File: src/hdl/ecss_pkg.sv
`timescale 1ns / 1ps
// ----------------------------------------------------------------------------
// ecss_pkg
// Opcodes, source codes, civil calendar constants and the reset slot length for the epoch clock.
// ----------------------------------------------------------------------------
package ecss_pkg;

    typedef enum logic [2:0] {
        OP_TICK  = 3'd0,
        OP_EPOCH = 3'd1,
        OP_CIVIL = 3'd2,
        OP_SHIFT = 3'd3,
        OP_ALIGN = 3'd4,
        OP_TOD   = 3'd5,
        OP_TRIM  = 3'd6
    } op_t;

    localparam logic [2:0]  SRC_NONE   = 3'd0;
    localparam logic [2:0]  SRC_MANUAL = 3'd1;
    localparam logic [26:0] MS_PER_DAY = 27'd86400000;
    localparam logic [15:0] SLOT_RESET = 16'd15000;

    // day of year at the first of a march-based month
    function automatic logic [10:0] month_base(input logic [3:0] m);
        logic [10:0] r;
        case (m)
            4'd0:    r = 11'd275;
            4'd1:    r = 11'd306;
            4'd2:    r = 11'd337;
            4'd3:    r = 11'd0;
            4'd4:    r = 11'd31;
            4'd5:    r = 11'd61;
            4'd6:    r = 11'd92;
            4'd7:    r = 11'd122;
            4'd8:    r = 11'd153;
            4'd9:    r = 11'd184;
            4'd10:   r = 11'd214;
            4'd11:   r = 11'd245;
            4'd12:   r = 11'd275;
            4'd13:   r = 11'd306;
            4'd14:   r = 11'd337;
            4'd15:   r = 11'd367;
            default: r = 11'd0;
        endcase
        return r;
    endfunction

endpackage

File: src/hdl/epoch_clock_with_slot_sync.sv
`timescale 1ns / 1ps
// ----------------------------------------------------------------------------
// epoch_clock_with_slot_sync
// Millisecond epoch clock with sync tracking and slot start reporting.
// ----------------------------------------------------------------------------
// Input items arrive on the s_ stream: s_tuser carries the opcode, s_tdata
// the operands. Each item yields one status item on the m_ stream.
// The slot length register is written through cfg_we / cfg_wdata; the user
// must write it only while idle; the block itself does not enforce this.
// One item is worked at a time. A bit-serial restoring divider produces one
// remainder bit per cycle. Tick, set, shift, trim and the unused opcode
// divide once, for the slot start; a civil set runs its calendar steps
// before that division; slot align and time of day divide twice. s_tready
// rises again with m_tvalid.
// s_tready is high while no item is in work; a status item waiting in the
// output register does not block acceptance, only the final hand-over.
// When the receiver stalls, m_tdata holds and the next item waits at its
// last step until the output register is free.
// Reset (aresetn low, synchronous) clears the clock, source, count and jump,
// sets the slot length to 15000 ms and drops m_tvalid.
// ----------------------------------------------------------------------------
module epoch_clock_with_slot_sync #(
    parameter int TIME_BITS = 47
) (
    input  logic                     aclk,
    input  logic                     aresetn,
    input  logic                     cfg_we,
    input  logic [15:0]              cfg_wdata,
    input  logic                     s_tvalid,
    output logic                     s_tready,
    // opcode
    input  logic [2:0]               s_tuser,
    // target_ms, delta_ms, year, month, day, hour, minute, second, source
    input  logic [((TIME_BITS + 73 + 7) / 8) * 8 - 1:0] s_tdata,
    output logic                     m_tvalid,
    input  logic                     m_tready,
    // now_ms, slot_start_ms, current_source, synced, sync_events, last_jump_ms
    output logic [((2 * TIME_BITS + 68 + 7) / 8) * 8 - 1:0] m_tdata
);

    localparam int OUT_W = ((2 * TIME_BITS + 68 + 7) / 8) * 8;
    localparam int TB    = TIME_BITS;
    localparam int CW    = $clog2(TIME_BITS + 1);
    localparam int W     = ((TIME_BITS > 52) ? TIME_BITS : 52) + 2;
    localparam logic [TB-1:0] MAX_T = {TB{1'b1}};

    typedef enum logic [3:0] {
        ST_IDLE, ST_EXEC, ST_CIV0, ST_CIV1, ST_CIV2, ST_CIV3, ST_CIV4, ST_CHK,
        ST_DIV, ST_POST, ST_COMMIT, ST_FIN
    } state_t;

    function automatic logic [TB-1:0] sat_add(input logic [TB-1:0] base,
                                              input logic signed [32:0] d);
        logic signed [TB+1:0] sum;
        sum = $signed({2'b00, base}) + (TB+2)'(d);
        if (sum < 0)
            return '0;
        else if (sum > $signed({2'b00, MAX_T}))
            return MAX_T;
        else
            return sum[TB-1:0];
    endfunction

    state_t               state_reg, state_next;
    logic [15:0]          slot_reg, slot_next;
    logic [TB-1:0]        clock_reg, clock_next;
    logic [2:0]           src_reg, src_next;
    logic [31:0]          count_reg, count_next;
    logic signed [31:0]   jump_reg, jump_next;

    ecss_pkg::op_t        op_reg, op_next;
    logic [TB-1:0]        target_reg, target_next;
    logic signed [31:0]   delta_reg, delta_next;
    logic [11:0]          year_reg, year_next;
    logic [3:0]           month_reg, month_next;
    logic [4:0]           day_reg, day_next;
    logic [4:0]           hour_reg, hour_next;
    logic [5:0]           minute_reg, minute_next;
    logic [5:0]           second_reg, second_next;
    logic [2:0]           source_reg, source_next;

    logic [TB-1:0]        new_reg, new_next;
    logic                 sync_reg, sync_next;
    logic [2:0]           nsrc_reg, nsrc_next;
    logic                 slotpass_reg, slotpass_next;
    logic [TB-1:0]        base_reg, base_next;
    logic [TB-1:0]        num_reg, num_next;
    logic [26:0]          rem_reg, rem_next;
    logic [26:0]          div_reg, div_next;
    logic [CW-1:0]        cnt_reg, cnt_next;

    logic [16:0]          hms_reg, hms_next;
    logic signed [12:0]   y_reg, y_next;
    logic signed [4:0]    era_reg, era_next;
    logic [8:0]           yoe_reg, yoe_next;
    logic signed [11:0]   doy_reg, doy_next;
    logic signed [23:0]   days_reg, days_next;
    logic signed [41:0]   ts_reg, ts_next;
    logic signed [51:0]   tsms_reg, tsms_next;

    logic                 ov_reg, ov_next;
    logic [TB-1:0]        onow_reg, onow_next;
    logic [TB-1:0]        oslot_reg, oslot_next;
    logic [2:0]           osrc_reg, osrc_next;
    logic [31:0]          ocnt_reg, ocnt_next;
    logic [31:0]          ojump_reg, ojump_next;

    logic [15:0]          len;
    logic [14:0]          half;
    logic [27:0]          r2;
    logic                 ge;
    logic [24:0]          era_prod;
    logic signed [12:0]   yoe_w;
    logic [18:0]          yoe365;
    logic [15:0]          q100;
    logic [18:0]          doe_u;
    logic signed [18:0]   doe;
    logic signed [W-1:0]  clk_w, ts_w, ts_hi, max_w;
    logic signed [TB:0]   diff;
    logic [TB-1:0]        rem_t, tbase;
    logic [26:0]          tod;

    assign len  = (slot_reg == 16'd0) ? 16'd1 : slot_reg;
    assign half = len[15:1];
    assign s_tready = (state_reg == ST_IDLE);
    assign m_tvalid = ov_reg;
    assign m_tdata  = OUT_W'({ojump_reg, ocnt_reg, (osrc_reg != 3'd0), osrc_reg,
                              oslot_reg, onow_reg});

    always_comb begin
        state_next    = state_reg;
        slot_next     = cfg_we ? cfg_wdata : slot_reg;
        clock_next    = clock_reg;
        src_next      = src_reg;
        count_next    = count_reg;
        jump_next     = jump_reg;
        op_next       = op_reg;
        target_next   = target_reg;
        delta_next    = delta_reg;
        year_next     = year_reg;
        month_next    = month_reg;
        day_next      = day_reg;
        hour_next     = hour_reg;
        minute_next   = minute_reg;
        second_next   = second_reg;
        source_next   = source_reg;
        new_next      = new_reg;
        sync_next     = sync_reg;
        nsrc_next     = nsrc_reg;
        slotpass_next = slotpass_reg;
        base_next     = base_reg;
        num_next      = num_reg;
        rem_next      = rem_reg;
        div_next      = div_reg;
        cnt_next      = cnt_reg;
        hms_next      = hms_reg;
        y_next        = y_reg;
        era_next      = era_reg;
        yoe_next      = yoe_reg;
        doy_next      = doy_reg;
        days_next     = days_reg;
        ts_next       = ts_reg;
        tsms_next     = tsms_reg;
        ov_next       = (ov_reg && m_tready) ? 1'b0 : ov_reg;
        onow_next     = onow_reg;
        oslot_next    = oslot_reg;
        osrc_next     = osrc_reg;
        ocnt_next     = ocnt_reg;
        ojump_next    = ojump_reg;

        r2       = {rem_reg, num_reg[TB-1]};
        ge       = (r2 >= {1'b0, div_reg});
        era_prod = {13'd0, y_reg[11:0]} * 25'd5243;
        yoe_w    = y_reg - 13'(era_reg) * 13'sd400;
        yoe365   = 19'(yoe_reg) * 19'd365;
        q100     = (16'(yoe_reg) * 16'd41) >> 12;
        doe_u    = yoe365 + 19'(yoe_reg[8:2]) - 19'(q100);
        doe      = $signed(doe_u) + 19'(doy_reg);
        clk_w    = W'(clock_reg);
        ts_w     = W'(tsms_reg);
        ts_hi    = ts_w + W'(999);
        max_w    = W'(MAX_T);
        diff     = $signed({1'b0, new_reg}) - $signed({1'b0, clock_reg});
        rem_t    = TB'(rem_reg);
        tbase    = clock_reg - rem_t;
        tod      = 27'(hms_reg) * 27'd1000;

        case (state_reg)
            ST_IDLE: begin
                if (s_tvalid) begin
                    op_next     = ecss_pkg::op_t'(s_tuser);
                    target_next = s_tdata[TB-1:0];
                    delta_next  = s_tdata[TB+31:TB];
                    year_next   = s_tdata[TB+43:TB+32];
                    month_next  = s_tdata[TB+47:TB+44];
                    day_next    = s_tdata[TB+52:TB+48];
                    hour_next   = s_tdata[TB+57:TB+53];
                    minute_next = s_tdata[TB+63:TB+58];
                    second_next = s_tdata[TB+69:TB+64];
                    source_next = s_tdata[TB+72:TB+70];
                    state_next  = ST_EXEC;
                end
            end
            ST_EXEC: begin
                hms_next      = 17'(hour_reg) * 17'd3600 + 17'(minute_reg) * 17'd60
                                + 17'(second_reg);
                sync_next     = 1'b0;
                nsrc_next     = source_reg;
                new_next      = clock_reg;
                slotpass_next = 1'b0;
                state_next    = ST_COMMIT;
                case (op_reg)
                    ecss_pkg::OP_TICK:  new_next = sat_add(clock_reg, 33'sd1);
                    ecss_pkg::OP_EPOCH: begin
                        new_next  = target_reg;
                        sync_next = 1'b1;
                    end
                    ecss_pkg::OP_CIVIL: state_next = ST_CIV0;
                    ecss_pkg::OP_SHIFT: begin
                        new_next  = sat_add(clock_reg, 33'(delta_reg));
                        sync_next = 1'b1;
                    end
                    ecss_pkg::OP_ALIGN: begin
                        num_next   = clock_reg;
                        rem_next   = '0;
                        div_next   = 27'(len);
                        cnt_next   = CW'(TIME_BITS);
                        state_next = ST_DIV;
                    end
                    ecss_pkg::OP_TOD: begin
                        num_next   = clock_reg;
                        rem_next   = '0;
                        div_next   = ecss_pkg::MS_PER_DAY;
                        cnt_next   = CW'(TIME_BITS);
                        state_next = ST_DIV;
                    end
                    ecss_pkg::OP_TRIM:  new_next = sat_add(clock_reg, 33'(delta_reg));
                    default:            new_next = clock_reg;
                endcase
            end
            ST_CIV0: begin
                y_next     = $signed({1'b0, year_reg}) - ((month_reg <= 4'd2) ? 13'sd1 : 13'sd0);
                state_next = ST_CIV1;
            end
            ST_CIV1: begin
                era_next   = y_reg[12] ? -5'sd1 : $signed({1'b0, era_prod[24:21]});
                doy_next   = $signed({1'b0, ecss_pkg::month_base(month_reg)})
                             + $signed({7'd0, day_reg}) - 12'sd1;
                state_next = ST_CIV2;
            end
            ST_CIV2: begin
                yoe_next   = yoe_w[8:0];
                state_next = ST_CIV3;
            end
            ST_CIV3: begin
                days_next  = 24'(era_reg) * 24'sd146097 + 24'(doe) - 24'sd719468;
                state_next = ST_CIV4;
            end
            ST_CIV4: begin
                ts_next    = 42'(days_reg) * 42'sd86400 + 42'(hms_reg);
                state_next = ST_CHK;
            end
            ST_CHK: begin
                if (!cnt_reg[0]) begin
                    tsms_next = 52'(ts_reg) * 52'sd1000;
                    cnt_next  = CW'(1);
                end else begin
                    cnt_next   = '0;
                    state_next = ST_COMMIT;
                    if (src_reg != ecss_pkg::SRC_NONE && !tsms_reg[51] &&
                        clk_w >= ts_w && clk_w <= ts_hi) begin
                        src_next  = source_reg;
                        sync_next = 1'b0;
                        new_next  = clock_reg;
                    end else begin
                        sync_next = 1'b1;
                        if (tsms_reg[51])
                            new_next = '0;
                        else if (ts_w > max_w)
                            new_next = MAX_T;
                        else
                            new_next = ts_w[TB-1:0];
                    end
                end
            end
            ST_DIV: begin
                rem_next = ge ? 27'(r2 - {1'b0, div_reg}) : r2[26:0];
                num_next = num_reg << 1;
                cnt_next = cnt_reg - CW'(1);
                if (cnt_reg == CW'(1))
                    state_next = slotpass_reg ? ST_FIN : ST_POST;
            end
            ST_POST: begin
                sync_next  = 1'b1;
                nsrc_next  = ecss_pkg::SRC_MANUAL;
                state_next = ST_COMMIT;
                if (op_reg == ecss_pkg::OP_ALIGN)
                    new_next = (rem_reg >= 27'(half)) ? sat_add(tbase, 33'(len)) : tbase;
                else
                    new_next = sat_add(tbase, 33'(tod));
            end
            ST_COMMIT: begin
                clock_next = new_reg;
                if (sync_reg) begin
                    src_next   = nsrc_reg;
                    count_next = count_reg + 32'd1;
                    if (diff > (TB+1)'(33'sd2147483647))
                        jump_next = 32'sh7fffffff;
                    else if (diff < (TB+1)'(-33'sd2147483648))
                        jump_next = 32'sh80000000;
                    else
                        jump_next = diff[31:0];
                end
                base_next     = (new_reg > TB'(half)) ? new_reg - TB'(half) : '0;
                num_next      = (new_reg > TB'(half)) ? new_reg - TB'(half) : '0;
                rem_next      = '0;
                div_next      = 27'(len);
                cnt_next      = CW'(TIME_BITS);
                slotpass_next = 1'b1;
                state_next    = ST_DIV;
            end
            ST_FIN: begin
                if (!ov_reg || m_tready) begin
                    ov_next    = 1'b1;
                    onow_next  = clock_reg;
                    oslot_next = base_reg - rem_t;
                    osrc_next  = src_reg;
                    ocnt_next  = count_reg;
                    ojump_next = jump_reg;
                    state_next = ST_IDLE;
                end
            end
            default: state_next = ST_IDLE;
        endcase
    end

    always_ff @(posedge aclk) begin
        if (!aresetn) begin
            state_reg    <= ST_IDLE;
            slot_reg     <= ecss_pkg::SLOT_RESET;
            clock_reg    <= '0;
            src_reg      <= ecss_pkg::SRC_NONE;
            count_reg    <= '0;
            jump_reg     <= '0;
            ov_reg       <= 1'b0;
            cnt_reg      <= '0;
            sync_reg     <= 1'b0;
            slotpass_reg <= 1'b0;
        end else begin
            state_reg    <= state_next;
            slot_reg     <= slot_next;
            clock_reg    <= clock_next;
            src_reg      <= src_next;
            count_reg    <= count_next;
            jump_reg     <= jump_next;
            ov_reg       <= ov_next;
            cnt_reg      <= cnt_next;
            sync_reg     <= sync_next;
            slotpass_reg <= slotpass_next;
        end
        op_reg     <= op_next;
        target_reg <= target_next;
        delta_reg  <= delta_next;
        year_reg   <= year_next;
        month_reg  <= month_next;
        day_reg    <= day_next;
        hour_reg   <= hour_next;
        minute_reg <= minute_next;
        second_reg <= second_next;
        source_reg <= source_next;
        new_reg    <= new_next;
        nsrc_reg   <= nsrc_next;
        base_reg   <= base_next;
        num_reg    <= num_next;
        rem_reg    <= rem_next;
        div_reg    <= div_next;
        hms_reg    <= hms_next;
        y_reg      <= y_next;
        era_reg    <= era_next;
        yoe_reg    <= yoe_next;
        doy_reg    <= doy_next;
        days_reg   <= days_next;
        ts_reg     <= ts_next;
        tsms_reg   <= tsms_next;
        onow_reg   <= onow_next;
        oslot_reg  <= oslot_next;
        osrc_reg   <= osrc_next;
        ocnt_reg   <= ocnt_next;
        ojump_reg  <= ojump_next;
    end

    a_one_in_work: assert property (@(posedge aclk) disable iff (!aresetn)
        (s_tvalid && s_tready) |=> !s_tready)
        else $error("item accepted while another is in work");

    a_rem_below_div: assert property (@(posedge aclk) disable iff (!aresetn)
        (state_reg == ST_DIV) |-> (rem_reg < div_reg))
        else $error("divider remainder out of range");

    a_synced_flag: assert property (@(posedge aclk) disable iff (!aresetn)
        m_tvalid |-> (m_tdata[2*TB+3] == (m_tdata[2*TB+2:2*TB] != 3'd0)))
        else $error("synced flag disagrees with source");

    a_slot_le_now: assert property (@(posedge aclk) disable iff (!aresetn)
        m_tvalid |-> (oslot_reg <= onow_reg))
        else $error("slot start after clock value");

endmodule

File: config.mk
export PLATFORM = sky130hd
export DESIGN_NAME = epoch_clock_with_slot_sync
export DESIGN_NICKNAME = d
export VERILOG_FILES = /design/src/hdl/ecss_pkg.sv /design/src/hdl/epoch_clock_with_slot_sync.sv
export SDC_FILE = /design/constraint.sdc
export NUM_CORES = 2
export LEC_CHECK = 0
export CAP_MARGIN = 40
export CORE_MARGIN = 1
export CORE_UTILIZATION = 40
export CTS_BUF_LIST = sky130_fd_sc_hd__clkbuf_4 sky130_fd_sc_hd__clkbuf_8 sky130_fd_sc_hd__clkbuf_16
export DETAILED_ROUTE_END_ITERATION = 12
export DONT_BUFFER_PORTS = 1
export REMOVE_ABC_BUFFERS = 1
export SYNTH_ARGS = -nofsm -noshare
export SYNTH_HDL_FRONTEND = slang
export SYNTH_SLANG_ARGS = --single-unit
File: constraint.sdc
create_clock -name aclk -period 17.6 [get_ports aclk]
set_clock_uncertainty 0.15 [all_clocks]
set_input_delay 3.52 -clock aclk [delete_from_list [all_inputs] [get_ports aclk]]
set_output_delay 3.52 -clock aclk [all_outputs]
set_load 0.05 [all_outputs]
# Yosys cells after proc, flatten, opt, wreduce, memory -nomap -nowiden
# Memory sizes are Yosys's and may differ from the RTL's. A register that Yosys moved wholly into a read port is not among the register bits.
# Index checks and enable logic that the tools add are counted.
# op_classes
n_eq_ne	26
n_mux	54
n_lt_le_gt_ge	17
bitwise	1
reduce_logical	31
mul	10
n_addsub	24
# op_table
operator	n
$mux 47	16
$pmux 47 s3	3
$gt 48x47->1 const B	3
$lt 48x1->1 const B	3
$pmux 27 s2	2
$sub 47x27->47	2
$pmux 27 s3	1
$mux 32	2
$mux 27	2
$add 52x11->53 const B	1
$le 48x53->1	1
$ge 48x52->1	1
$gt 52x48->1 const B	1
$add 48x32->49	1
$gt 49x48->1 const B	1
$lt 49x1->1 const B	1
$mul 42x8->49 const B	1
$add 47x1->48 const B	1
$add 47x16->48	1
$add 47x27->48	1
$gt 48x32->1 const B	1
$lt 48x32->1 const B	1
$pmux 4 s12	1
$sub 47x47->48	1
other kinds (65)	114
# totals
mem_count	1
wordCells	204
rom_bits	144
out_inout_bits	170
ff_bits	796
in_bits	144
# mem_list
name	words	width	read_ports	rd_ports_with_merged_regs	write_ports	line_no	text
(name not given)	16	9	1	1	0	ecss_pkg.sv:26	case (m)

# Longest topological paths before layout
# logic_depth
word_depth	9
depth_mapped	53
depth_no_buf	53

# Least setup slack after synthesis
# OpenSTA, ideal clock, no wires.
# synth_path
kind	input to register
start	input port m_tready
end	register ocnt_reg[0], enable pin
t_arrival_ns	14.429
setup_time_ns	0.879
n_path_buf	0
stages	2
path_slack_ns	2.142
path_cell_list	nor2b_1 -> nor3_1
# synth_between
elab_chain_len	2
# synth_lines
element	line_no	text
start: declaration	epoch_clock_with_slot_sync.sv:36	input logic m_tready,
$logic_or 1x1->1	epoch_clock_with_slot_sync.sv:323	if (!ov_reg || m_tready) begin
$reduce_and 2->1 (no line)	--	
end signal: assignment	epoch_clock_with_slot_sync.sv:388	ocnt_reg <= ocnt_next;
end: declaration	epoch_clock_with_slot_sync.sv:105	logic [31:0] ocnt_reg, ocnt_next;
# No other way between the ends.
# A chain may end at the register's enable or synchronous reset.

# Worst setup path after layout
# layout_path
start	register yoe_reg[1]
end	register days_reg[23], data pin
# layout_between
elab_chain_len	6
word_cells_on_any_way	7
cone_classes	add/sub (5); mul (2)
# layout_lines
element	line_no	text
start: declaration	epoch_clock_with_slot_sync.sv:95	logic [8:0] yoe_reg, yoe_next;
start signal: assignment	epoch_clock_with_slot_sync.sv:380	yoe_reg <= yoe_next;
$mul 9x9->18	epoch_clock_with_slot_sync.sv:175	yoe365 = 19'(yoe_reg) * 19'd365;
$add 18x7->19	epoch_clock_with_slot_sync.sv:177	doe_u = yoe365 + 19'(yoe_reg[8:2]) - 19'(q100);
$sub 19x3->19 *	epoch_clock_with_slot_sync.sv:177	
$add 19x12->19 *	epoch_clock_with_slot_sync.sv:178	doe = $signed(doe_u) + 19'(doy_reg);
$add 24x19->24 *	epoch_clock_with_slot_sync.sv:256	days_next = 24'(era_reg) * 24'sd146097 + 24'(doe) - 24'sd719468;
$sub 24x21->24 *	epoch_clock_with_slot_sync.sv:256	
end signal: assignment	epoch_clock_with_slot_sync.sv:382	days_reg <= days_next;
end: declaration	epoch_clock_with_slot_sync.sv:97	logic signed [23:0] days_reg, days_next;
# Every way passes the cells marked *; elsewhere a longest branch is shown, timed or not.

==> summary.txt <==
CTS
  – Clock tree buffer depth: 3
  – Cts bufs inserted: 94
  – Htree depth: 3
  – Worst-path clk slew: 0.06 ns
  – Post-cts resize count: 0
  – Clock sink count: 795
  – Post-CTS Setup Inserts: 0
  – CTS tree: done
  – Clk_lat worst skew: about 0.77 ns
  – Count of hold-fix buffers inserted at cts: 0
  – Root buffer cell: clkbuf_16

Detailed routing
  – Initial DRC Count: 4030
  – Total Wirelength: 233 mm
  – Vias per inst: 5.64
  – Residual DRC: 0
  – Routed vias: 57.0k
  – Mean routed wirelength per cell: 23.1 µm
  – DR pass1 iterations: 6
  – Final ANT Viol Nets: 0

Final layout
  – Leading cell type in the layout, fill and taps excluded: ha_1
  – P&R area growth vs syn: 9.11%
  – Max FFs per register: 49
  – Nets: approximately 9.1k
  – Share of layout cells above drive strength 1: under 10%
  – Most frequent cells in the layout: 954 x ha_1, 869 x inv_1, 643 x edfxtp_1
  – Fillers: 17.6k

Synth
  – Ys Warns: 0
  – Count of cell types in the netlist: approximately 100
  – Mapped Cells: around 7.6k
  – Top_reg_cell synth: edfxtp_1
  – Asr flop ratio synth: 0%
  – Cell taking the most area after synthesis: edfxtp_1
  – Area contributors post-synth: edfxtp_1 26%, ha_1 16%, fa_1 12%
  – Count of flip-flops with a built-in enable after synthesis: about 640
  – Cell area after synthesis: 0.0738 mm²
  – Avg Cell Area, Syn: approximately 10 µm²
  – Sequential area share after synthesis: 30.3%
  – Yosys top cell area share: between 20% and 30%
  – Synthesis-stage register bit count: 795

GRT
  – Pin count of the biggest net entering global routing: ~140
  – Total GRT Usage: 24.7%
  – Number of global-route vias before repair: 56.0k
  – First-pass GRT wire length: 348 mm
  – Congestion Overflow GR: 0
  – Initial antenna violation count: 7

Critical path
  – CP max-delay cell: edfxtp_1
  – RR Startpoint: yoe_reg[1]$_DFFE_PP_
  – Crit-path max FO: 9
  – CP arrival: between 10 and 15 ns
  – Critical Path Sink Type: flip-flop
  – CP Class: reg -> reg
  – Largest stage delay on the critical path: 0.60 ns
  – Worst r2r dst: days_reg[23]$_DFFE_PP_
  – R2R Setup Slk: roughly 6.1 ns
  – Worst Setup SP: yoe_reg[1]$_DFFE_PP_
  – Worst setup path end: days_reg[23]$_DFFE_PP_
  – WP data required: 17.91 ns
  – CP Launch Type: flip-flop
  – Worst Reg-to-Reg Cells: 49

STA
  – Final hold vios: 0
  – Setup tns final: 0 ns
  – Part of the cycle the worst path needs: approximately 65%
  – Slew headroom: 36.1%
  – Tmin final: between 10 and 15 ns
  – Tightest Pin Transition: between 0.9 and 1 ns
  – Slew Viols, Final: 0
  – Number of setup violations in the final report: 0
  – Maximum clock rate: roughly 87 MHz
  – RSZ-0062 raised after global routing: false
  – Hold slack: 0.279 ns

Floorplan
  – Die Span Y: 432 µm
  – Initial Utilization: 40.3%
  – Site Rows: 157
  – Ports: 314
  – Core footprint: about 0.18 mm²
  – Full die area: 0.186 mm²
  – Die Width: 432 µm

Placed design
  – Port bufs: 0
  – GPL Wtd Cong: 1.00
  – Hpwl dp: between 150 and 200 mm

Run status
  – Outcome: finished clean

Worst hold path
  – HP Class: reg -> reg
  – HP Start: jump_reg[1]$_SDFFE_PN0P_

Run
  – Max-cap violations: 0
## synthesized netlist by cell type, drive strengths merged, types with 65 or more instances
master / n
nor2: 432
fa: 454
inv: 871
o21a: 79
edfxtp: 643
ha: 954
nand4: 106
and2: 69
nand3: 142
and3: 65
a21oi: 467
nor3: 148
a211oi: 69
nor4: 66
nand2b: 80
dfxtp: 152
clkbuf: 194
o21ai: 434
xor2: 152
a21o: 188
a21boi: 85
nand2: 465
nor2b: 79
xnor2: 449
## how the worst min path moves through the flow
stage | endpoint | slack, ns | depth (start not counted)
6_report | ojump_reg[1]$_DFFE_PP_ | 0.28 | 0
3_3_place_gp | ojump_reg[18]$_DFFE_PP_ | 0.26 | 0
3_5_place_dp | ojump_reg[12]$_DFFE_PP_ | 0.26 | 0
2_1_floorplan | hms_reg[0]$_DFFE_PP_ | 0.25 | 0
4_1_cts | ojump_reg[6]$_DFFE_PP_ | 0.28 | 0
5_1_grt | ojump_reg[13]$_DFFE_PP_ | 0.29 | 0
## per-layer routing
metal	track usage (%)	wire [µm]	vias to the layer above
li1	-	-	26800
met1	30.8	96100	27900
met2	41.2	110000	1834
met3	3.35	12700	516
met4	13.1	14400	6
met5	0	42	-
## critical path, delay by kind of cell (launching register included)
family                   cells  cell delay (ns)
XOR/XNOR                     3             0.42
flip-flops                   1             0.60
adder cells (fa/ha/maj)     14             5.38
buffers and inverters        5             0.25
AND/OR/NAND/NOR              8             0.99
AO/OA/AOI/OAI               19             3.39
## kinds of logic (layout without fill, tap and decap cells)
family	after synthesis	after routing	share of synthesized area [%]
buf+inv	1102	1170	5.70
xor+xnor	602	602	7.16
fa+ha+maj	1408	1408	28.5
simple gates	1836	1836	12.4
compound gates	1768	1768	15.3
other cells	1	10	0.00508
mux	50	50	0.686
flops	795	795	30.3
## cell type report
class / count / area [µm²] / area share (%)
Timing Repair Buffer: 120 / 1020 / 1.26
Inverter: 873 / 3280 / 4.08
Antenna cell: 4 / 10.0 / 0.0124
Clock buffer: 118 / 2600 / 3.23
Multi-Input combinational cell: 5670 / 47400 / 58.9
Tap cell: 2464 / 3080 / 3.83
Clock inverter: 59 / 768 / 0.954
Sequential cell: 795 / 22400 / 27.7
## through the flow
stage	setup WS, ns	instances	utilization (%)	instance area, µm²
floorplan	2.14	7338	-	72900
global placement	6.19	9900	42.0	76900
detailed placement	6.12	9921	42.1	77200
CTS	6.02	10100	43.9	80500
global route	5.21	10100	43.9	80500
finish	6.11	10100	43.9	80500
Power is left out: the tool's default activity adds up to more than one toggle a clock period on the data nets, which glitch-free logic cannot reach.
